--- src/rtl/io_sample_frame_decoder_top_assert.svh ---
// Assertion macros shared by the decoder modules.
// The enclosing module must have clk and arst_n in scope.
`ifndef IO_SAMPLE_FRAME_DECODER_TOP_ASSERT_SVH
`define IO_SAMPLE_FRAME_DECODER_TOP_ASSERT_SVH

`define SFD_ASSERT(label, expr, msg) \
	label: assert property (@(posedge clk) disable iff (!arst_n) (expr)) else $error(msg);

`define SFD_ASSERT_NEXT(label, ante, cons, msg) \
	label: assert property (@(posedge clk) disable iff (!arst_n) (ante) |=> (cons)) else $error(msg);

`endif

--- src/rtl/sfd_pkg.sv ---
package sfd_pkg;

	localparam logic [7:0]  HEADER_BYTE   = 8'h01;
	localparam logic [15:0] DIG_PINS_USED = 16'h1CFF;
	localparam logic [7:0]  ANA_PINS_USED = 8'h8F;
	localparam int          QDEPTH        = 4;
	localparam int          QAW           = $clog2(QDEPTH);

	typedef struct packed {
		logic [7:0] data_byte;
		logic       frame_start;
	} in_item_t;

	typedef struct packed {
		logic        pin_is_analog;
		logic [3:0]  pin_number;
		logic [15:0] pin_value;
		logic        last_of_run;
		logic        last_of_sample;
	} out_item_t;

	typedef enum logic [2:0] {
		PH_IDLE,
		PH_DMASK_HI,
		PH_DMASK_LO,
		PH_AMASK,
		PH_DSAMP_HI,
		PH_DSAMP_LO,
		PH_ASAMP_HI,
		PH_ASAMP_LO
	} phase_t;

	// One unit of work for the back end: a digital run or one analog result.
	typedef struct packed {
		logic        is_analog;
		logic [12:0] mask;
		logic [3:0]  pin;
		logic [15:0] value;
		logic        final_flag;
	} job_t;

	typedef struct packed {
		logic full;
		logic empty;
	} q_status_t;

	function automatic logic [3:0] lowest_index(input logic [12:0] m);
		logic [3:0] idx;
		idx = 4'd0;
		for (int i = 12; i >= 0; i--) begin
			if (m[i]) begin
				idx = 4'(i);
			end
		end
		return idx;
	endfunction

endpackage

--- src/rtl/io_sample_frame_decoder_top.sv ---
// IO sample frame decoder.
// Input channel frame_valid / frame_stall / frame_data carries one frame byte per
// transfer; frame_start marks the header byte and restarts the parse.
// Output channel result_valid / result_stall / result_data carries one pin result
// per transfer: digital levels for enabled pins 0-7 and 10-12 on the low byte of
// the digital sample, then one analog result per enabled analog pin 0-3 and 7.
// The parser takes one byte per cycle while the queue has room and queues work
// (a digital run or an analog result) in a 4-entry queue; the emitter sends one
// result per cycle while result_stall is low; results pass through cur_q and out_q.
// Throughput: 1 byte per cycle while the queue has room; a digital sample low
// byte costs one emitter cycle per enabled pin (up to 11), which sets the
// sustained rate for bursts. Other bytes cost at most one emitter cycle.
// When result_stall is high the output register holds its result; once the
// queue fills, frame_stall rises until the emitter frees an entry.
// Reset clears the parse state, the queue and the output valid; the first byte
// taken after reset is honored only if it carries frame_start.
module io_sample_frame_decoder_top import sfd_pkg::*; (
	input  logic      clk,
	input  logic      arst_n,
	input  logic      frame_valid,
	output logic      frame_stall,
	input  in_item_t  frame_data,
	output logic      result_valid,
	input  logic      result_stall,
	output out_item_t result_data
);

	q_status_t q_stat;
	logic      push;
	logic      pop;
	job_t      push_job;
	job_t      head;

	sfd_front u_front (
		.clk         (clk),
		.arst_n      (arst_n),
		.frame_valid (frame_valid),
		.frame_stall (frame_stall),
		.frame_data  (frame_data),
		.q_stat      (q_stat),
		.push        (push),
		.job         (push_job)
	);

	sfd_queue u_queue (
		.clk      (clk),
		.arst_n   (arst_n),
		.push     (push),
		.push_job (push_job),
		.pop      (pop),
		.head     (head),
		.stat     (q_stat)
	);

	sfd_back u_back (
		.clk          (clk),
		.arst_n       (arst_n),
		.head         (head),
		.q_stat       (q_stat),
		.pop          (pop),
		.result_valid (result_valid),
		.result_stall (result_stall),
		.result_data  (result_data)
	);

endmodule

--- src/rtl/sfd_front.sv ---
module sfd_front import sfd_pkg::*; (
	input  logic      clk,
	input  logic      arst_n,
	input  logic      frame_valid,
	output logic      frame_stall,
	input  in_item_t  frame_data,
	input  q_status_t q_stat,
	output logic      push,
	output job_t      job
);

	phase_t      state_q, state_n;
	logic [15:0] dmask_q, dmask_n;
	logic [7:0]  pend_q, pend_n;
	logic [7:0]  held_q, held_n;
	logic        accept;
	logic [12:0] dig_en;
	logic [7:0]  low_bit;
	logic [7:0]  pend_left;

	assign frame_stall = q_stat.full;
	assign accept      = frame_valid && !q_stat.full;
	assign dig_en      = dmask_q[12:0] & DIG_PINS_USED[12:0];
	assign low_bit     = pend_q & (~pend_q + 8'd1);
	assign pend_left   = pend_q & ~low_bit;

	always_ff @(posedge clk or negedge arst_n) begin
		if (!arst_n) begin
			state_q <= PH_IDLE;
			dmask_q <= '0;
			pend_q  <= '0;
			held_q  <= '0;
		end else begin
			state_q <= state_n;
			dmask_q <= dmask_n;
			pend_q  <= pend_n;
			held_q  <= held_n;
		end
	end

	always_comb begin
		state_n = state_q;
		dmask_n = dmask_q;
		pend_n  = pend_q;
		held_n  = held_q;
		push    = 1'b0;
		job     = '0;
		if (accept) begin
			if (frame_data.frame_start) begin
				dmask_n = '0;
				pend_n  = '0;
				held_n  = '0;
				state_n = (frame_data.data_byte == HEADER_BYTE) ? PH_DMASK_HI : PH_IDLE;
			end else begin
				unique case (state_q)
					PH_IDLE: begin
					end
					PH_DMASK_HI: begin
						dmask_n = {frame_data.data_byte, 8'h00};
						state_n = PH_DMASK_LO;
					end
					PH_DMASK_LO: begin
						dmask_n = {dmask_q[15:8], frame_data.data_byte};
						state_n = PH_AMASK;
					end
					PH_AMASK: begin
						pend_n = frame_data.data_byte & ANA_PINS_USED;
						if (dmask_q != 16'h0000) begin
							state_n = PH_DSAMP_HI;
						end else begin
							state_n = (pend_n != 8'h00) ? PH_ASAMP_HI : PH_IDLE;
						end
					end
					PH_DSAMP_HI: begin
						held_n  = frame_data.data_byte;
						state_n = PH_DSAMP_LO;
					end
					PH_ASAMP_HI: begin
						held_n  = frame_data.data_byte;
						state_n = PH_ASAMP_LO;
					end
					PH_DSAMP_LO: begin
						if (dig_en != 13'h0000) begin
							push           = 1'b1;
							job.is_analog  = 1'b0;
							job.mask       = dig_en;
							job.value      = {held_q, frame_data.data_byte};
							job.final_flag = (pend_q == 8'h00);
						end
						state_n = (pend_q != 8'h00) ? PH_ASAMP_HI : PH_IDLE;
					end
					PH_ASAMP_LO: begin
						if (pend_q != 8'h00) begin
							pend_n         = pend_left;
							push           = 1'b1;
							job.is_analog  = 1'b1;
							job.pin        = lowest_index({5'b0, pend_q});
							job.value      = {held_q, frame_data.data_byte};
							job.final_flag = (pend_left == 8'h00);
						end
						state_n = (pend_n != 8'h00) ? PH_ASAMP_HI : PH_IDLE;
					end
				endcase
			end
		end
	end

endmodule

--- src/rtl/sfd_queue.sv ---
`include "io_sample_frame_decoder_top_assert.svh"

module sfd_queue import sfd_pkg::*; (
	input  logic      clk,
	input  logic      arst_n,
	input  logic      push,
	input  job_t      push_job,
	input  logic      pop,
	output job_t      head,
	output q_status_t stat
);

	job_t           mem_q [QDEPTH];
	logic [QAW-1:0] wr_q;
	logic [QAW-1:0] rd_q;
	logic [QAW:0]   count_q;

	assign head       = mem_q[rd_q];
	assign stat.full  = (count_q == (QAW+1)'(QDEPTH));
	assign stat.empty = (count_q == '0);

	always_ff @(posedge clk or negedge arst_n) begin
		if (!arst_n) begin
			wr_q    <= '0;
			rd_q    <= '0;
			count_q <= '0;
		end else begin
			if (push) begin
				wr_q <= wr_q + 1'b1;
			end
			if (pop) begin
				rd_q <= rd_q + 1'b1;
			end
			if (push && !pop) begin
				count_q <= count_q + 1'b1;
			end else if (pop && !push) begin
				count_q <= count_q - 1'b1;
			end
		end
	end

	always_ff @(posedge clk) begin
		if (push) begin
			mem_q[wr_q] <= push_job;
		end
	end

	`SFD_ASSERT(a_count_range, count_q <= (QAW+1)'(QDEPTH), "queue count over depth")
	`SFD_ASSERT(a_no_pop_empty, !(pop && stat.empty), "pop from empty queue")
	`SFD_ASSERT(a_no_push_full, !(push && stat.full), "push into full queue")
	`SFD_ASSERT_NEXT(a_fill_step, push && !pop, count_q == $past(count_q) + 1'b1, "count did not rise")

endmodule

--- src/rtl/sfd_back.sv ---
module sfd_back import sfd_pkg::*; (
	input  logic      clk,
	input  logic      arst_n,
	input  job_t      head,
	input  q_status_t q_stat,
	output logic      pop,
	output logic      result_valid,
	input  logic      result_stall,
	output out_item_t result_data
);

	job_t        cur_q;
	logic        cur_valid_q;
	logic        out_valid_q;
	out_item_t   out_q;
	logic        can_emit;
	logic        done;
	logic        load;
	logic [12:0] low_bit;
	logic [12:0] rest;
	logic [3:0]  dpin;
	out_item_t   res;

	assign low_bit  = cur_q.mask & (~cur_q.mask + 13'd1);
	assign rest     = cur_q.mask & ~low_bit;
	assign dpin     = lowest_index(cur_q.mask);
	assign can_emit = cur_valid_q && (!out_valid_q || !result_stall);
	assign done     = cur_q.is_analog || (rest == 13'h0000);
	assign load     = !cur_valid_q || (can_emit && done);
	assign pop      = load && !q_stat.empty;

	always_comb begin
		res.pin_is_analog = cur_q.is_analog;
		if (cur_q.is_analog) begin
			res.pin_number     = cur_q.pin;
			res.pin_value      = cur_q.value;
			res.last_of_run    = 1'b1;
			res.last_of_sample = cur_q.final_flag;
		end else begin
			res.pin_number     = dpin;
			res.pin_value      = {15'b0, cur_q.value[dpin]};
			res.last_of_run    = (rest == 13'h0000);
			res.last_of_sample = (rest == 13'h0000) && cur_q.final_flag;
		end
	end

	always_ff @(posedge clk or negedge arst_n) begin
		if (!arst_n) begin
			cur_valid_q <= 1'b0;
			out_valid_q <= 1'b0;
		end else begin
			if (load) begin
				cur_valid_q <= !q_stat.empty;
			end
			if (can_emit) begin
				out_valid_q <= 1'b1;
			end else if (!result_stall) begin
				out_valid_q <= 1'b0;
			end
		end
	end

	always_ff @(posedge clk) begin
		if (load) begin
			cur_q <= head;
		end else if (can_emit) begin
			cur_q.mask <= rest;
		end
		if (can_emit) begin
			out_q <= res;
		end
	end

	assign result_valid = out_valid_q;
	assign result_data  = out_q;

endmodule

--- config.mk ---
export PLATFORM = sky130hd
export DESIGN_NAME = io_sample_frame_decoder_top
export DESIGN_NICKNAME = d
export VERILOG_FILES = /design/src/rtl/sfd_pkg.sv /design/src/rtl/io_sample_frame_decoder_top.sv /design/src/rtl/sfd_front.sv /design/src/rtl/sfd_queue.sv /design/src/rtl/sfd_back.sv
export VERILOG_INCLUDE_DIRS = /design/src /design/src/rtl
export SDC_FILE = /design/constraint.sdc
export NUM_CORES = 1
export LEC_CHECK = 0
export BUFFER_PORTS_ARGS = -buffer_cell sky130_fd_sc_hd__buf_2
export CAP_MARGIN = 20
export CORE_UTILIZATION = 55
export CTS_BUF_LIST = sky130_fd_sc_hd__clkbuf_16
export CTS_CLUSTER_DIAMETER = 150
export DETAILED_ROUTE_END_ITERATION = 16
export PLACE_DENSITY = 0.79
export SLEW_MARGIN = 20
export SYNTH_ARGS = -nofsm -noshare
export SYNTH_HDL_FRONTEND = slang
export SYNTH_SLANG_ARGS = --single-unit
--- constraint.sdc ---
create_clock -name clk -period 2.65 [get_ports clk]
set_input_delay 0.53 -clock clk [delete_from_list [all_inputs] [get_ports clk]]
set_output_delay 0.53 -clock clk [all_outputs]
set_load 0.05 [all_outputs]
==> results.yml <==
detailed_routing:
  routed_wirelength_mm: 19.4
  post_drt_via_cell_ratio: 5.98
  vias: 5708
  drtPass1Iterations: 5
  drtIter0Drc: 493
  detail-route-antenna-nets: 0
  routedWlPerCell_microns: 20.3
  drc: 0
global_route:
  grt_antenna_before_repair: 0
  grt_pass1_vias: 5651
  track_usage_pct: 22.2
  grt_max_degree: 47
  grt-ovfl-total: 0
  grt_pass1_wl_mm: 30.1
clocking:
  clock-sinks: 229
  cts_max_path_buffers: 3
  clk_pin_slew_ps: 60
  cts_tree: "built"
  cts_root_buf: "clkbuf_16"
  cts_hold_buf: 0
  clk_latency_ps: 500
  h-tree-depth: 1
  numCtsBuffers: 23
sta:
  slew_headroom_pct: 39.5
  hold_ws_ps: 61.7
  setup_violations: 2
  fin_ws_ps: -77.2
  fin_crit_ps: 2730
  fin_worst_skew_ps: 8.57
  tns_ps: -106
  slew_violations: 0
  worst_pin_slew_ps: 901
  fmax_mhz: 367
  rsz0062_at_grt: "yes"
  fin_crit_sh_pct: 103
  finalHoldViolations: 0
finish:
  layout.nets: 737
  diodes: 0
  area_growth_pct: 16.5
  final-seq-area_sq_mm: 0.00666
  fillers: 1157
  drive_gt1_share_pct: 24.4
  multi_input_area_sq_mm: 0.00282
status:
  status: "finished, violations left"
  violations: "setup timing"
setup_path:
  crit_arrival_ps: 3120
  critPathRequiredTime_ps: 3050
  worstSetupPathType: "reg -> reg"
  critPathLaunchType: "register"
  crit_path_end_kind: "register"
  crit_fanout: 5
synth:
  synth_edf_count: 185
  synth_nets: 656
  yosysSeqAreaShare_pct: 69.5
  synth.distinct_cells: 62
  syn_area_per_cell_sq_um: 15.0
  synth_seq_cells: 229
  async_flop_share_pct: 19.2
  syn_area_sq_mm: 0.00958
  synthFlopType: "edfxtp_1"
  ys_warn_count: 0
  syn-instance-count: 637
flow_run:
  maxCapViolCount: 0
placed_design:
  portBuffers: 37
  post-place-ws_ps: -82.5
  globalplace.congestion: 0.947
  post-dp-hpwl_mm: 12.4
floorplanning:
  coreArea_sq_mm: 0.0168
  die_x_microns: 134
  die_area_sq_mm: 0.0180
  die_y_microns: 134
  initial_utilization_pct: 57.0
  rows: 47
  pin_count: 38
power:
  p_per_area_mw_per_mm2: 1020
  p_leak_nw: 4.11
  power.total_mw: 11.4
  ir_worst_vdd_uv: 521
min_path:
  hold_class: "in -> async"
-- area by class of cell --
type,count,share of cell area (%)
inverters,10,0.336
multi-input cells,368,25.2
repair buffers,86,5.66
flip-flops and latches,229,59.7
clock inverters,19,1.49
clock buffers,23,5.16
well taps,220,2.47
-- metrics by stage --
stage          util, %  area (sq um)  instances
3_5_place_dp      61.5         10300        907
4_1_cts           66.2         11100        954
2_1_floorplan        -          9640        637
5_1_grt           66.4         11200        955
6_report          66.4         11200        955
3_3_place_gp      61.5         10300        907
-- cells in the mapped netlist, drive strengths merged (2+ instances only) --
master	count	area, sq um
o21ai	48	251
nor3	13	65.1
nor4	7	73.8
o21a	3	22.5
clkbuf	19	71.3
nor3b	3	27.5
o21bai	2	15.0
and3	6	37.5
and2	46	288
a21oi	9	48.8
a21o	3	23.8
nor2b	7	43.8
o2111ai	3	26.3
o31ai	13	97.6
dfrtp	44	1100
a2111oi	2	17.5
nand3	8	40.0
xor2	2	17.5
a221o	3	30.0
buf	11	70.1
inv	10	37.5
nand2b	10	62.6
o211a	2	20.0
a22o	3	26.3
mux4	32	721
a211oi	3	22.5
nand2	64	243
or4	4	33.8
xnor2	4	35.0
a221oi	2	17.5
nor2	36	135
mux2i	4	40.0
mux2	2	22.5
ha	5	62.6
a31oi	3	18.8
edfxtp	185	5560
-- kinds of logic (layout without fill, tap and decap cells) --
kind of cell	after synthesis	count (layout)	share of synthesized area [%]
mux	38	38	8.17
compound gates	109	109	7.77
flops	229	229	69.5
simple gates	208	208	11.2
fa+ha+maj	7	7	0.966
xor+xnor	6	6	0.548
buf+inv	40	138	1.87
-- worst max-delay path: stages (launching register included) --
cell      delay, ps
edfxtp_1        520
buf_6           160
nor3_2           50
a221o_1         270
a21o_2          210
a41oi_4         180
o21ai_4          80
nand2_2         100
ha_4            140
inv_2            40
fa_2            350
xor2_1          150
nor2_1          170
xor2_1          230
-- sequential cells by signal, indices dropped and copies added (netlist names) --
signal	count
u_back.result_data	23
u_queue.rd_q	2
u_back.cur_q	34
u_front.held_q	8
u_front.pend_q	8
u_back.cur_valid_q	1
u_back.result_valid	1
u_front.dmask_q	16
u_queue.wr_q	2
u_queue.count_q	3
u_front.state_q	3
u_queue.mem_q	128
-- timing repair --
item	4_1_cts	5_1_grt
resized for setup	4	5
setup endpoints to repair	2	4
pin swaps	6	2
endpoints found under the hold margin	0	0
buffers inserted	5	1
-- per-layer routing --
layer / global-route usage [%] / wire (microns)
met5: 0 / 0
met4: 6.25 / 419
met3: 3.10 / 1280
met2: 37.9 / 9690
met1: 29.8 / 7980
-- final timing paths --
| check | from | depth (start not counted) | slack, ps | end |
|---|---|---|---|---|
| setup / recovery | u_back.cur_q[21] | 13 | -80 | u_queue.count_q[2] |
| max in group asynchronous | arst_n | 2 | 1900 | u_queue.wr_q[1] |
| hold / removal | arst_n | 1 | 60 | u_front.state_q[0] |
| hold reg to reg | u_front.dmask_q[15] | 2 | 480 | u_front.dmask_q[15] |
| setup reg to reg | u_back.cur_q[21] | 13 | -80 | u_queue.count_q[2] |
| min in group clk | frame_data[3] | 2 | 340 | u_front.pend_q[2] |
-- placed cells by master (no fill, tap or decap), types with 23 or more instances in the layout --
master     netlist  final
mux4_2          32     32
nor2_1          36     33
buf_2            8     37
buf_4            1     42
clkbuf_16        0     23
o21ai_0         38     37
and2_1          46     44
edfxtp_1       185    185
nand2_1         63     61
dfrtp_1         44     42
-- power by group --
| part | total, mW | internal, mW | switching [mW] |
|---|---|---|---|
| Sequential | 5.01 | 4.50 | 0.509 |
| Combinational | 3.22 | 1.44 | 1.78 |
| Clock | 3.16 | 1.87 | 1.28 |
Note: power is estimated with default switching activity, not from simulation.
